===== src/hdl/mtf_pkg.sv =====
package mtf_pkg;

  localparam int LIST_DEPTH = 16;
  localparam int IDX_W      = (LIST_DEPTH > 1) ? $clog2(LIST_DEPTH) : 1;
  localparam int CNT_W      = $clog2(LIST_DEPTH + 1);
  localparam int VALUE_W    = 32;
  localparam int POS_W      = 4;
  localparam int COUNT_W    = 5;

  typedef logic signed [VALUE_W-1:0] value_t;

  typedef enum logic [1:0] {
    MODE_FRONT = 2'd0,
    MODE_BACK  = 2'd1,
    MODE_MOVE  = 2'd2,
    MODE_NOP   = 2'd3
  } mode_t;

  typedef enum logic [1:0] {
    ST_DONE = 2'd0,
    ST_FULL = 2'd1,
    ST_MISS = 2'd2
  } status_t;

  // Per-request controls broadcast along the chain
  typedef struct packed {
    logic push_front;
    logic push_back;
    logic move_front;
  } cell_ctl_t;

endpackage


===== src/hdl/mtf_cell.sv =====
module mtf_cell (
  input  logic                    clk,
  input  mtf_pkg::cell_ctl_t      ctl,
  input  logic [mtf_pkg::IDX_W-1:0] idx,
  input  logic [mtf_pkg::CNT_W-1:0] occ,
  input  mtf_pkg::value_t         value,
  input  mtf_pkg::value_t         prev_entry,
  input  logic                    hit_in,
  output mtf_pkg::value_t         entry,
  output logic                    hit_out,
  output logic                    first
);
  import mtf_pkg::*;

  logic in_use;
  logic tail;
  logic match;

  assign in_use  = CNT_W'(idx) < occ;
  assign tail    = CNT_W'(idx) == occ;
  assign match   = in_use && (entry == value);
  assign hit_out = hit_in | match;
  assign first   = match & ~hit_in;

  // cells up to and including the first match shift back on a move
  always_ff @(posedge clk) begin
    if (ctl.push_front || (ctl.move_front && !hit_in)) begin
      entry <= prev_entry;
    end else if (ctl.push_back && tail) begin
      entry <= value;
    end
  end

endmodule


===== src/hdl/move_to_front_list.sv =====
// channel | dir | tdata (low bit up)                     | tuser
// s_*     | in  | value[31:0]                            | mode[1:0]
// m_*     | out | found_position[3:0], entry_count[8:4]  | status[1:0]
//
// One request per cycle while the result is not stalled: every cell compares
// against the request value in parallel and the first-match flag ripples down
// the cell chain; the list updates at the accepting edge and the result lands
// in the output register. rst clears the count and the output valid; cell
// contents are not reset. A stalled result holds s_tready low.
module move_to_front_list (
  input  logic        clk,
  input  logic        rst,
  input  logic        s_tvalid,
  output logic        s_tready,
  input  logic [31:0] s_tdata,   // value[31:0]
  input  logic [1:0]  s_tuser,   // mode[1:0]
  output logic        m_tvalid,
  input  logic        m_tready,
  output logic [15:0] m_tdata,   // found_position[3:0], entry_count[8:4], zero pad
  output logic [1:0]  m_tuser    // status[1:0]
);
  import mtf_pkg::*;

  logic [CNT_W-1:0] occ;
  logic [CNT_W-1:0] occ_next;
  logic             accept;
  logic             full;
  mode_t            mode;
  value_t           value;
  cell_ctl_t        ctl;
  status_t          status;
  logic [IDX_W-1:0] pos;
  logic             any_hit;

  value_t           entry [LIST_DEPTH];
  logic             hit   [LIST_DEPTH+1];
  logic             first [LIST_DEPTH];

  assign s_tready = ~m_tvalid | m_tready;
  assign accept   = s_tvalid & s_tready;
  assign mode     = mode_t'(s_tuser);
  assign value    = value_t'(s_tdata);
  assign full     = occ == CNT_W'(LIST_DEPTH);
  assign hit[0]   = 1'b0;
  assign any_hit  = hit[LIST_DEPTH];

  genvar g;
  generate
    for (g = 0; g < LIST_DEPTH; g++) begin : g_cell
      mtf_cell u_cell (
        .clk        (clk),
        .ctl        (ctl),
        .idx        (IDX_W'(g)),
        .occ        (occ),
        .value      (value),
        .prev_entry ((g == 0) ? value : entry[(g == 0) ? 0 : g - 1]),
        .hit_in     (hit[g]),
        .entry      (entry[g]),
        .hit_out    (hit[g+1]),
        .first      (first[g])
      );
    end
  endgenerate

  // one-hot first match to index
  always_comb begin
    pos = '0;
    for (int i = 0; i < LIST_DEPTH; i++) begin
      if (first[i]) begin
        pos = pos | IDX_W'(i);
      end
    end
  end

  always_comb begin
    ctl      = '0;
    occ_next = occ;
    status   = ST_DONE;
    unique case (mode)
      MODE_FRONT, MODE_BACK: begin
        if (full) begin
          status = ST_FULL;
        end else begin
          ctl.push_front = accept & (mode == MODE_FRONT);
          ctl.push_back  = accept & (mode == MODE_BACK);
          occ_next       = occ + CNT_W'(1);
        end
      end
      MODE_MOVE: begin
        if (any_hit) begin
          ctl.move_front = accept;
        end else begin
          status = ST_MISS;
        end
      end
      default: begin
      end
    endcase
  end

  always_ff @(posedge clk) begin
    if (rst) begin
      occ      <= '0;
      m_tvalid <= 1'b0;
    end else begin
      if (accept) begin
        occ      <= occ_next;
        m_tvalid <= 1'b1;
      end else if (m_tready) begin
        m_tvalid <= 1'b0;
      end
    end
  end

  always_ff @(posedge clk) begin
    if (accept) begin
      m_tuser <= status;
      m_tdata <= {7'd0, COUNT_W'(occ_next),
                  (mode == MODE_MOVE && any_hit) ? POS_W'(pos) : POS_W'(0)};
    end
  end

endmodule

===== config.mk =====
export PLATFORM = sky130hd
export DESIGN_NAME = move_to_front_list
export DESIGN_NICKNAME = d
export VERILOG_FILES = /design/src/hdl/mtf_pkg.sv /design/src/hdl/mtf_cell.sv /design/src/hdl/move_to_front_list.sv
export SDC_FILE = /design/constraint.sdc
export NUM_CORES = 1
export LEC_CHECK = 0
export ABC_AREA = 1
export BUFFER_PORTS_ARGS = -buffer_cell sky130_fd_sc_hd__buf_4
export CORE_ASPECT_RATIO = 0.8
export CORE_MARGIN = 3
export CORE_UTILIZATION = 30
export CTS_CLUSTER_SIZE = 14
export DETAILED_ROUTE_END_ITERATION = 6
export GPL_ROUTABILITY_DRIVEN = 0
export GPL_TIMING_DRIVEN = 0
export HOLD_SLACK_MARGIN = 0.03
export PLACE_DENSITY = 0.43
export SETUP_SLACK_MARGIN = 0.4
export SYNTH_ARGS = -nofsm -noshare
export SYNTH_HDL_FRONTEND = slang
export SYNTH_HIERARCHICAL = 1
export SYNTH_SLANG_ARGS = --single-unit

===== constraint.sdc =====
create_clock -name clk -period 8 [get_ports clk]
set_input_delay 0.4 -clock clk [delete_from_list [all_inputs] [get_ports clk]]
set_output_delay 0.4 -clock clk [all_outputs]
set_load 0.02 [all_outputs]

* Word-level counts from Yosys, hierarchy flattened
Cells that the tools add are included.
** Cells by class
- $add $sub $neg :: 1
- Order comparisons :: 16
- Equality and inequality tests :: 34
- Muxes and demuxes :: 58
- Bitwise operators :: 50
- Reductions and logical operators :: 99
** Operators by type and width (count)
- 32-bit two-way mux :: 32
- 32-bit equality test :: 16
- 1-bit logical AND :: 48
- 4-bit by 5-bit equality test with 1-bit output, first input constant :: 8
- 4-bit by 5-bit less-than comparator with 1-bit output, first input constant :: 8
- 2-bit nonzero test :: 17
- 4-bit two-way mux :: 8
- 3-bit by 5-bit equality test with 1-bit output, first input constant :: 4
- 3-bit by 5-bit less-than comparator with 1-bit output, first input constant :: 4
- 1-bit bitwise AND :: 18
- 1-bit logical OR :: 16
- 1-bit inverter :: 16
- 1-bit bitwise OR :: 16
- 1-bit zero test :: 15
- 3-bit two-way mux :: 4
- 2-bit by 5-bit equality test with 1-bit output, first input constant :: 2
- 1-bit by 5-bit less-than comparator with 1-bit output, first input constant :: 2
- 2-bit by 5-bit less-than comparator with 1-bit output, first input constant :: 2
- 2-bit two-way mux :: 5
- 5-bit two-way mux :: 2
- 1-bit two-way mux :: 6
- 5-bit by 1-bit adder with 5-bit output, second input constant :: 1
- 1-bit by 5-bit equality test with 1-bit output, first input constant :: 1
- 5-bit equality test, second input constant :: 1
- other kinds (6) :: 6
** Storage, ports and cells
- Register bits :: 529
- Input port bits :: 38

* Logic depth before layout (Yosys ltp)
Gate-level depths: netlist of the first run.
- Depth in word-level cells :: 22
- Gate-level depth with buffers :: 47
- Gate-level depth less buffers :: 45

* By module
Netlist of the first run, hierarchy kept.
** Modules (own cells, without submodules)
- mtf_cell at g_cell[12].u_cell ... :: instances 13, cells an instance 297, area each 2120.8 sq um, sequential area each 960.9 sq um
- mtf_cell at g_cell[0].u_cell ... :: instances 3, cells an instance 287, area each 2104.5 sq um, sequential area each 960.9 sq um
- move_to_front_list :: instances 1, cells an instance 103, area each 892.1 sq um, sequential area each 450.4 sq um

* Least setup slack after synthesis of the first run
No wires, ideal clock.
- Kind :: reg-to-reg
- Start :: register occ[3]
- End :: register g_cell[0].u_cell.entry[0] (enable)
- Setup time :: 0.466 ns
- Data arrival time :: 8.283 ns
- Data required time :: 7.534 ns
- Setup slack :: -0.749 ns
- Cell stages (with the launch flop) :: 44
- Buffers on the path :: 0
- Clock period less this slack :: 8.749 ns
- Cell sequence :: dfxtp_1 > inv_1 > ha_1 > inv_1 > nor2_1 > nand3_1 > nor2_1 > nor2_1 > nand3_1 > o21ai_0 > inv_2 > o21ai_0 > inv_2 > o21ai_0 > inv_2 > o21ai_0 > inv_2 > o21ai_0 > (+8 left out) > inv_2 > o21ai_0 > inv_2 > o21ai_0 > inv_2 > o21ai_0 > inv_2 > o21ai_0 > inv_2 > o21ai_0 > inv_2 > o21ai_0 > inv_2 > o21ai_0 > nand3_1 > nor2_1 > a21oi_4 > o21ai_0
** RTL lines
- from (decl) :: RTL line move_to_front_list.sv:24 : logic [CNT_W-1:0] occ;
- from (signal assigned) :: RTL line move_to_front_list.sv:107 : occ <= occ_next;
- to (signal assigned) :: RTL line mtf_cell.sv:28 : entry <= prev_entry;
- to (signal assigned) :: RTL line mtf_cell.sv:30 : entry <= value;
- to (decl) :: RTL line mtf_cell.sv:9 : output mtf_pkg::value_t entry,

==> results.rst, run 1 <==
.. list-table::
   :header-rows: 1

   * - Metric
     - Value
   * - Status
     - complete, no violations
   * - Root Buffer Master
     - sky130_fd_sc_hd__clkbuf_16
   * - Buf+Inv Stages, Crit Path
     - 20
   * - First-pass iteration count of the detailed router
     - 6
   * - Count of mapped cells out of synthesis
     - 4824
   * - Delay of the slowest cell on the worst path
     - 0.38 ns
   * - Wire length of the first global-routing pass
     - about 180000 µm
   * - Cells on Worst Hold Path
     - 4
   * - Storage cell area
     - approximately 16000 µm²
   * - Fin. max-slew vios
     - 0
   * - Reg2Reg Capture Point
     - g_cell[8].u_cell/entry[11]
   * - Min-Delay Startpoint
     - m_tready
   * - Startpoint Class
     - flop
   * - Largest fanout on the critical path
     - 10
   * - Hold Path Class
     - input pin to flop
   * - Tightest slew margin relative to the limit
     - 45.6%
   * - Top cell family by delay on the critical path
     - compound AO/OA/AOI/OAI gates
   * - Total standard cell area after synthesis
     - 34800 µm²
   * - Wire length per cell after detailed routing
     - 18.0 µm
   * - Kind of critical path
     - flop to flop
   * - Worst hold margin
     - 0.0946 ns
   * - TritonCTS clock tree
     - yes
   * - Maximum clock path buffer count
     - 3
   * - Count of routing violations after the opening detailed-route iteration
     - 2251
   * - Worst vdd rail ir drop
     - 0.120 mV
   * - Arrival time reported for the critical path endpoint
     - 7.27 ns
   * - Unrepaired setup endpoints after global routing
     - no
   * - H-tree levels
     - 3
   * - Pin count of the biggest net entering global routing
     - 47
   * - Number of primary I/O pins
     - 58
   * - Worst clock skew on the final layout
     - 0.0261 ns
   * - TritonCTS buffer count
     - 66
   * - Buffers on Ports
     - 50
   * - Antenna violations before repair
     - 0
   * - Die Width
     - 387 µm
   * - Routed wire length
     - between 100000 and 150000 µm
   * - Post-Synthesis Mean Instance Area
     - 7.21 µm²
   * - Clock latency at the later pin of the worst-skew pair
     - 0.64 ns
   * - Crit path setup slack, layout
     - 1.08 ns
   * - Core outline area
     - 115000 µm²
   * - Final worst path period need
     - 6.92 ns
   * - Setup Viol. Count Final
     - 0
   * - DIE HEIGHT
     - 311 µm
   * - Maximum clock frequency
     - 145 MHz
   * - Via count
     - between 20k and 30k
   * - Number of nets with antenna violations after detailed routing
     - 0
   * - HPWL after detailed placement
     - 84700 µm
   * - Worst Max-Slew Pin Slew
     - 0.816 ns
   * - Global route total overflow
     - 0
   * - Startpoint of the lowest-slack register-to-register path
     - occ[3]
   * - Fraction of layout cells with a size suffix above 1
     - 8.78%
   * - Pleak
     - ~0.019 µW
   * - Worst path slowest cell
     - sky130_fd_sc_hd__dfxtp_4
   * - Power density relative to cell area
     - roughly 190 nW/µm²
   * - Terminating pin of the worst hold path
     - m_tvalid
   * - Number of cell instances on the worst register-to-register path
     - between 40 and 50
   * - Total area of multi-input combinational cells
     - 15000 µm²
   * - Data required time at the worst endpoint
     - ~8.4 ns
   * - Pwr Total
     - 7450 µW
   * - Max Cap Violations
     - 0
   * - Internal reg-to-reg setup slack
     - about 1.1 ns
   * - Number of global-route vias before repair
     - 27.9k
   * - Area growth from synthesis to layout
     - 15.5%
   * - CP dominant cell by count
     - sky130_fd_sc_hd__o21ai_0
   * - Crit path capture type
     - flop
   * - Die ar.
     - approximately 120000 µm²
   * - Number of nets in the finished design
     - 5159
   * - Detailed-route DRC error count
     - 0
   * - Ant diodes
     - 0
   * - Initial Utilization
     - between 30% and 40%
   * - Final core utilization
     - about a third
   * - Clock sink count
     - around 530
   * - Overall Global Routing Usage
     - 19.7%
   * - Filler Cells Inserted
     - around 12k
   * - Final clock period utilization by the worst path
     - 86.5%
   * - Warnings, synthesis
     - 6
   * - Clock transition at the registers of the reported paths
     - around 0.06 ns
   * - Hold Vio Cnt, Final
     - 0
   * - Rows
     - 111
   * - Post-place setup slack
     - -1.16 ns
   * - Vias per cell
     - ~4.4
-- stage by stage --
step,TNS (ns),instance area (µm²),instances
after CTS,0,40000,6611
final,0,40200,6626
after global placement,-2545.89,37400,6469
after global routing,0,40200,6626
after floorplan,0,35100,4894
after detailed placement,-811.34,37900,6492
-- final cells by class --
class | count | area share, %
multi-input cells | 3314 | 37.4
inverters | 948 | 8.86
repair buffers | 93 | 2.44
flip-flops and latches | 529 | 39.4
clock inverters | 22 | 0.361
clock buffers | 92 | 4.62
well taps | 1525 | 4.75
plain buffers | 103 | 2.12
-- worst register-to-register path: cells and delay by family (launching register included) --
family	cells	cell delay, ns
AOI/OAI and AO/OA	16	2.92
adders and majority gates	1	0.28
buffers and inverters	20	2.12
DFF	1	0.38
and+or+nand+nor	7	0.93
-- worst max-delay path by stage --
stage                start                     endpoint  slack (ns)  cells after the start
global route        occ[3]  g_cell[13].u_cell/entry[11]        0.47                     47
detailed placement  occ[1]  g_cell[10].u_cell/entry[27]       -1.16                     44
finish              occ[3]   g_cell[8].u_cell/entry[11]        1.08                     44
floorplan           occ[3]    g_cell[0].u_cell/entry[0]        0.12                     43
CTS                 occ[3]   g_cell[10].u_cell/entry[6]        0.44                     46
global placement    occ[3]    g_cell[0].u_cell/entry[3]       -3.86                     43
-- state kept, by name, indices dropped and copies added (netlist names) --
| signal | flops |
|---|---|
| m_tuser | 2 |
| g_cell.u_cell/entry | 512 |
| occ | 5 |
| m_tvalid | 1 |
| m_tdata | 9 |
-- timing repair --
item / 4_1_cts / 5_1_grt
buffers inserted: 4 / 15
pin swaps: 1 / 3
resized for setup: 19 / 12
hold endpoints to repair: 3 / 0
hold buffers: 1 / 0
endpoints found under the setup margin: 1024 / 978
-- layout by cell type (no fill, tap or decap), drive strengths merged, types with 6 or more instances in the layout --
| cell | count |
|---|---|
| xnor2 | 6 |
| nor3 | 18 |
| dfxtp | 6 |
| nand3 | 51 |
| xor2 | 86 |
| o21ai | 508 |
| nor2 | 408 |
| clkbuf | 108 |
| inv | 949 |
| nand2 | 2068 |
| conb | 72 |
| edfxtp | 523 |
| ha | 66 |
| clkinv | 19 |
| a21oi | 22 |
| buf | 179 |
-- per-layer routing --
layer | up-vias | global-route usage [%] | share of wire (%) | wire (µm)
li1 | 15200 | - | - | -
met5 | - | 0 | 0 | 0
met2 | 523 | 30.4 | 43 | 51300
met4 | 0 | 3.56 | 1.6 | 1910
met1 | 13600 | 28.8 | 50 | 59900
met3 | 120 | 3.64 | 5.3 | 6340
-- power by group --
group | internal, µW | total, µW | switching, µW
Combinational | 374 | 1160 | 788
Clock | 1680 | 2930 | 1250
Sequential | 3240 | 3360 | 117
Total | 5290 | 7450 | 2160
Note: power is estimated with default switching activity, not from simulation.
==> inputs of run 2 (changes only) <==
Clock period 8 ns to 6.3 ns, I/O delays scaled along.
==> run 2 against run 1 <==
Clock skew decreased by 0.011 ns. Sequential share of layout area increased by 0.29 points. Maximum frequency increased by 25%. Via count increased by 1.4%. Register-to-register slack got worse by 0.30 ns. Worst setup slack got worse by 0.30 ns. Clock power increased by 26%. Flip-flop and latch count unchanged. Sequential power increased by 28%. Cell count decreased by 0.27%. Hold slack improved by 0.070 ns. Routed wire length increased by 4.5%. Largest power group unchanged.
==> results.rst, run 2 (synthesis gave the netlist of run 1 again) <==
.. list-table::
   :header-rows: 1

   * - Metric
     - Value
   * - Status
     - complete, no violations
   * - Setup Viol. Count Final
     - 0 (unchanged)
   * - Pleak
     - 0.0193 µW (-0.71%)
   * - Worst path slowest cell
     - sky130_fd_sc_hd__edfxtp_1
   * - Hold Path Class
     - input pin to flop
   * - Buffers on Ports
     - 50 (unchanged)
   * - Detailed-route DRC error count
     - 0 (unchanged)
   * - Most common cell after layout, fill and taps aside
     - sky130_fd_sc_hd__nand2_1
   * - Via count
     - 29.8k (+1.4%)
   * - Global route total overflow
     - 0 (unchanged)
   * - Overall Global Routing Usage
     - 20.5% (+0.82 points)
   * - Worst clock skew on the final layout
     - 0.0150 ns (-0.0111 ns)
   * - Highest-count cells in the layout ignoring fill and taps
     - 2064 x sky130_fd_sc_hd__nand2_1, 914 x sky130_fd_sc_hd__inv_1, 523 x sky130_fd_sc_hd__edfxtp_1, 407 x sky130_fd_sc_hd__nor2_1, 283 x sky130_fd_sc_hd__o21ai_0
   * - Final std cell area, no fill
     - 39900 µm² (-0.74%)
   * - Maximum clock frequency
     - 181 MHz (+25%)
   * - Root Buffer Master
     - sky130_fd_sc_hd__clkbuf_16
   * - # placed instances
     - 6474 (-0.28%)
   * - CP dominant cell by count
     - sky130_fd_sc_hd__inv_2
   * - Area growth from synthesis to layout
     - 14.7%
   * - Max Cap Violations
     - 0 (unchanged)
   * - Pin count of the biggest net entering global routing
     - 47 (unchanged)
   * - Number of flip-flops under the largest register name
     - 512 (unchanged)
   * - Number of primary I/O pins
     - 58 (unchanged)
   * - HPWL after detailed placement
     - 85600 µm (+0.98%)
   * - Hold Vio Cnt, Final
     - 0 (unchanged)
   * - Tightest slew margin relative to the limit
     - 21.4% (-24 points)
   * - TritonCTS clock tree
     - yes
   * - Post-route insts no fill
     - 6608 (-0.27%)
   * - Clock sink count
     - 529 (unchanged)
   * - Reg with most FFs
     - g_cell.u_cell/entry
   * - Fraction of layout cells with a size suffix above 1
     - 8.79% (+0.011 points)
   * - Maximum clock path buffer count
     - 3 (unchanged)
   * - Antenna violations before repair
     - 2 (+2)
   * - Clock transition at the registers of the reported paths
     - 0.06 ns (about the same)
   * - Final clock period utilization by the worst path
     - 87.6% (+1.1 points)
   * - Worst vdd rail ir drop
     - 0.133 mV (+11%)
   * - Delay of the slowest cell on the worst path
     - 0.44 ns (+0.06 ns)
   * - Number of nets with antenna violations after detailed routing
     - 0 (unchanged)
   * - Number of nets in the finished design
     - 5142 (-0.33%)
   * - Final worst path period need
     - 5.52 ns (-1.40 ns)
   * - First-pass iteration count of the detailed router
     - 5 (-1)
   * - Core outline area
     - 115000 µm² (unchanged)
   * - Wire length per cell after detailed routing
     - 18.9 µm (+4.8%)
   * - Worst Max-Slew Pin Slew
     - 1.17 ns (+0.359 ns)
   * - Ant diodes
     - 0 (unchanged)
   * - Unrepaired setup endpoints after global routing
     - no
   * - Top Registers
     - g_cell.u_cell/entry (512), m_tdata (9), occ (5)
   * - Data required time at the worst endpoint
     - 6.79 ns (-1.56 ns)
   * - Die Width
     - 387 µm (unchanged)
   * - Power density relative to cell area
     - 237 nW/µm² (+28%)
   * - Count of routing violations after the opening detailed-route iteration
     - 2525 (+12%)
   * - Wire length of the first global-routing pass
     - 183000 µm (+2.7%)
   * - Vias per cell
     - 4.52 (+1.6%)
   * - Arrival time reported for the critical path endpoint
     - 6.00 ns (-1.27 ns)
   * - Initial Utilization
     - 30.3% (unchanged)
   * - H-tree levels
     - 3 (unchanged)
   * - Routed wire length
     - 125000 µm (+4.5%)
   * - Largest fanout on the critical path
     - 10 (unchanged)
   * - Crit path capture type
     - flop
   * - Rows
     - 111 (unchanged)
   * - Post-place instance area
     - 37600 µm² (-0.88%)
   * - Clock latency at the later pin of the worst-skew pair
     - 0.64 ns (about the same)
   * - Kind of critical path
     - flop to flop
   * - Die ar.
     - 120000 µm² (unchanged)
   * - Number of global-route vias before repair
     - 27.7k (-0.83%)
   * - TritonCTS buffer count
     - 67 (+1.5%)
   * - DIE HEIGHT
     - 311 µm (unchanged)
   * - Fin. max-slew vios
     - 0 (unchanged)
   * - Startpoint Class
     - flop
==> run 2: cell count changes in the layout (fill, tap and decap cells not counted), moves of 4 or more <==
cell and delta:
sky130_fd_sc_hd__buf_12 -14, sky130_fd_sc_hd__buf_4 -6, sky130_fd_sc_hd__clkinv_2 +4, sky130_fd_sc_hd__clkinv_1 +4, sky130_fd_sc_hd__o21ai_2 +16, sky130_fd_sc_hd__o21ai_0 -14
sky130_fd_sc_hd__clkbuf_1 -7
==> run 2: routing by layer <==
metal  part of all wire (%)  track usage (%)  routed length (µm)  up-vias
met5                      0                0                   0        -
met4                    1.7             3.77                2130        0
met3                    5.8             3.42                7250      127
met2                     42             30.4               51800      691
met1                     51             31.2               63700    13900
li1                       -                -                   -    15100
==> run 2: final cells by class <==
cell class	count	area [µm²]
fill	12400	74800
sequential	529	15800
multi-input combinational	3316	15100
inverter	948	3560
tap	1525	1910
clock buffer	85	1830
buffer	103	852
timing repair buffer	73	623
clock inverter	29	150
==> run 2: through the flow <==
step	setup WS (ns)	util (%)	hold WS (ns)	power (µW)	setup TNS, ns
3_3_place_gp	-1.90	32.7	0.538	5780	-1754.70
6_report	0.782	34.8	0.165	9440	0
3_5_place_dp	-1.61	32.8	0.537	5800	-1374.78
5_1_grt	0.418	34.8	0.125	9890	0
4_1_cts	0.450	34.7	0.0879	9560	0
2_1_floorplan	0.406	-	0.384	5210	0
==> run 2: power breakdown <==
group | switching [µW] | internal, µW
clock network | 1600 | 2080
registers | 161 | 4120
logic | 1020 | 451
==> run 2: worst paths after layout <==
kind / end / slack, ns / start / cells after the start
hold reg to reg: g_cell[3].u_cell/entry[0] / 0.56 / g_cell[2].u_cell/entry[0] / 2
setup reg to reg: g_cell[7].u_cell/entry[25] / 0.78 / g_cell[0].u_cell/entry[29] / 46
hold / removal: occ[1] / 0.16 / s_tvalid / 3
setup / recovery: g_cell[7].u_cell/entry[25] / 0.78 / g_cell[0].u_cell/entry[29] / 46
==> run 2: what timing repair did <==
| item | CTS | global route |
|---|---|---|
| pin swaps | 2 | 3 |
| hold buffers | 3 | 0 |
| gates resized for setup | 26 | 7 |
| gates cloned | 2 | 0 |
| setup endpoints to repair | 1024 | 1024 |
| buffers inserted | 15 | 0 |
| hold endpoints to repair | 4 | 0 |
==> run 2: critical path, delay by kind of cell, from the launching register on <==
family | cells | cell delay, ns
simple gates | 8 | 1.24
compound gates | 18 | 1.70
flops | 1 | 0.44
buf+inv | 20 | 1.94
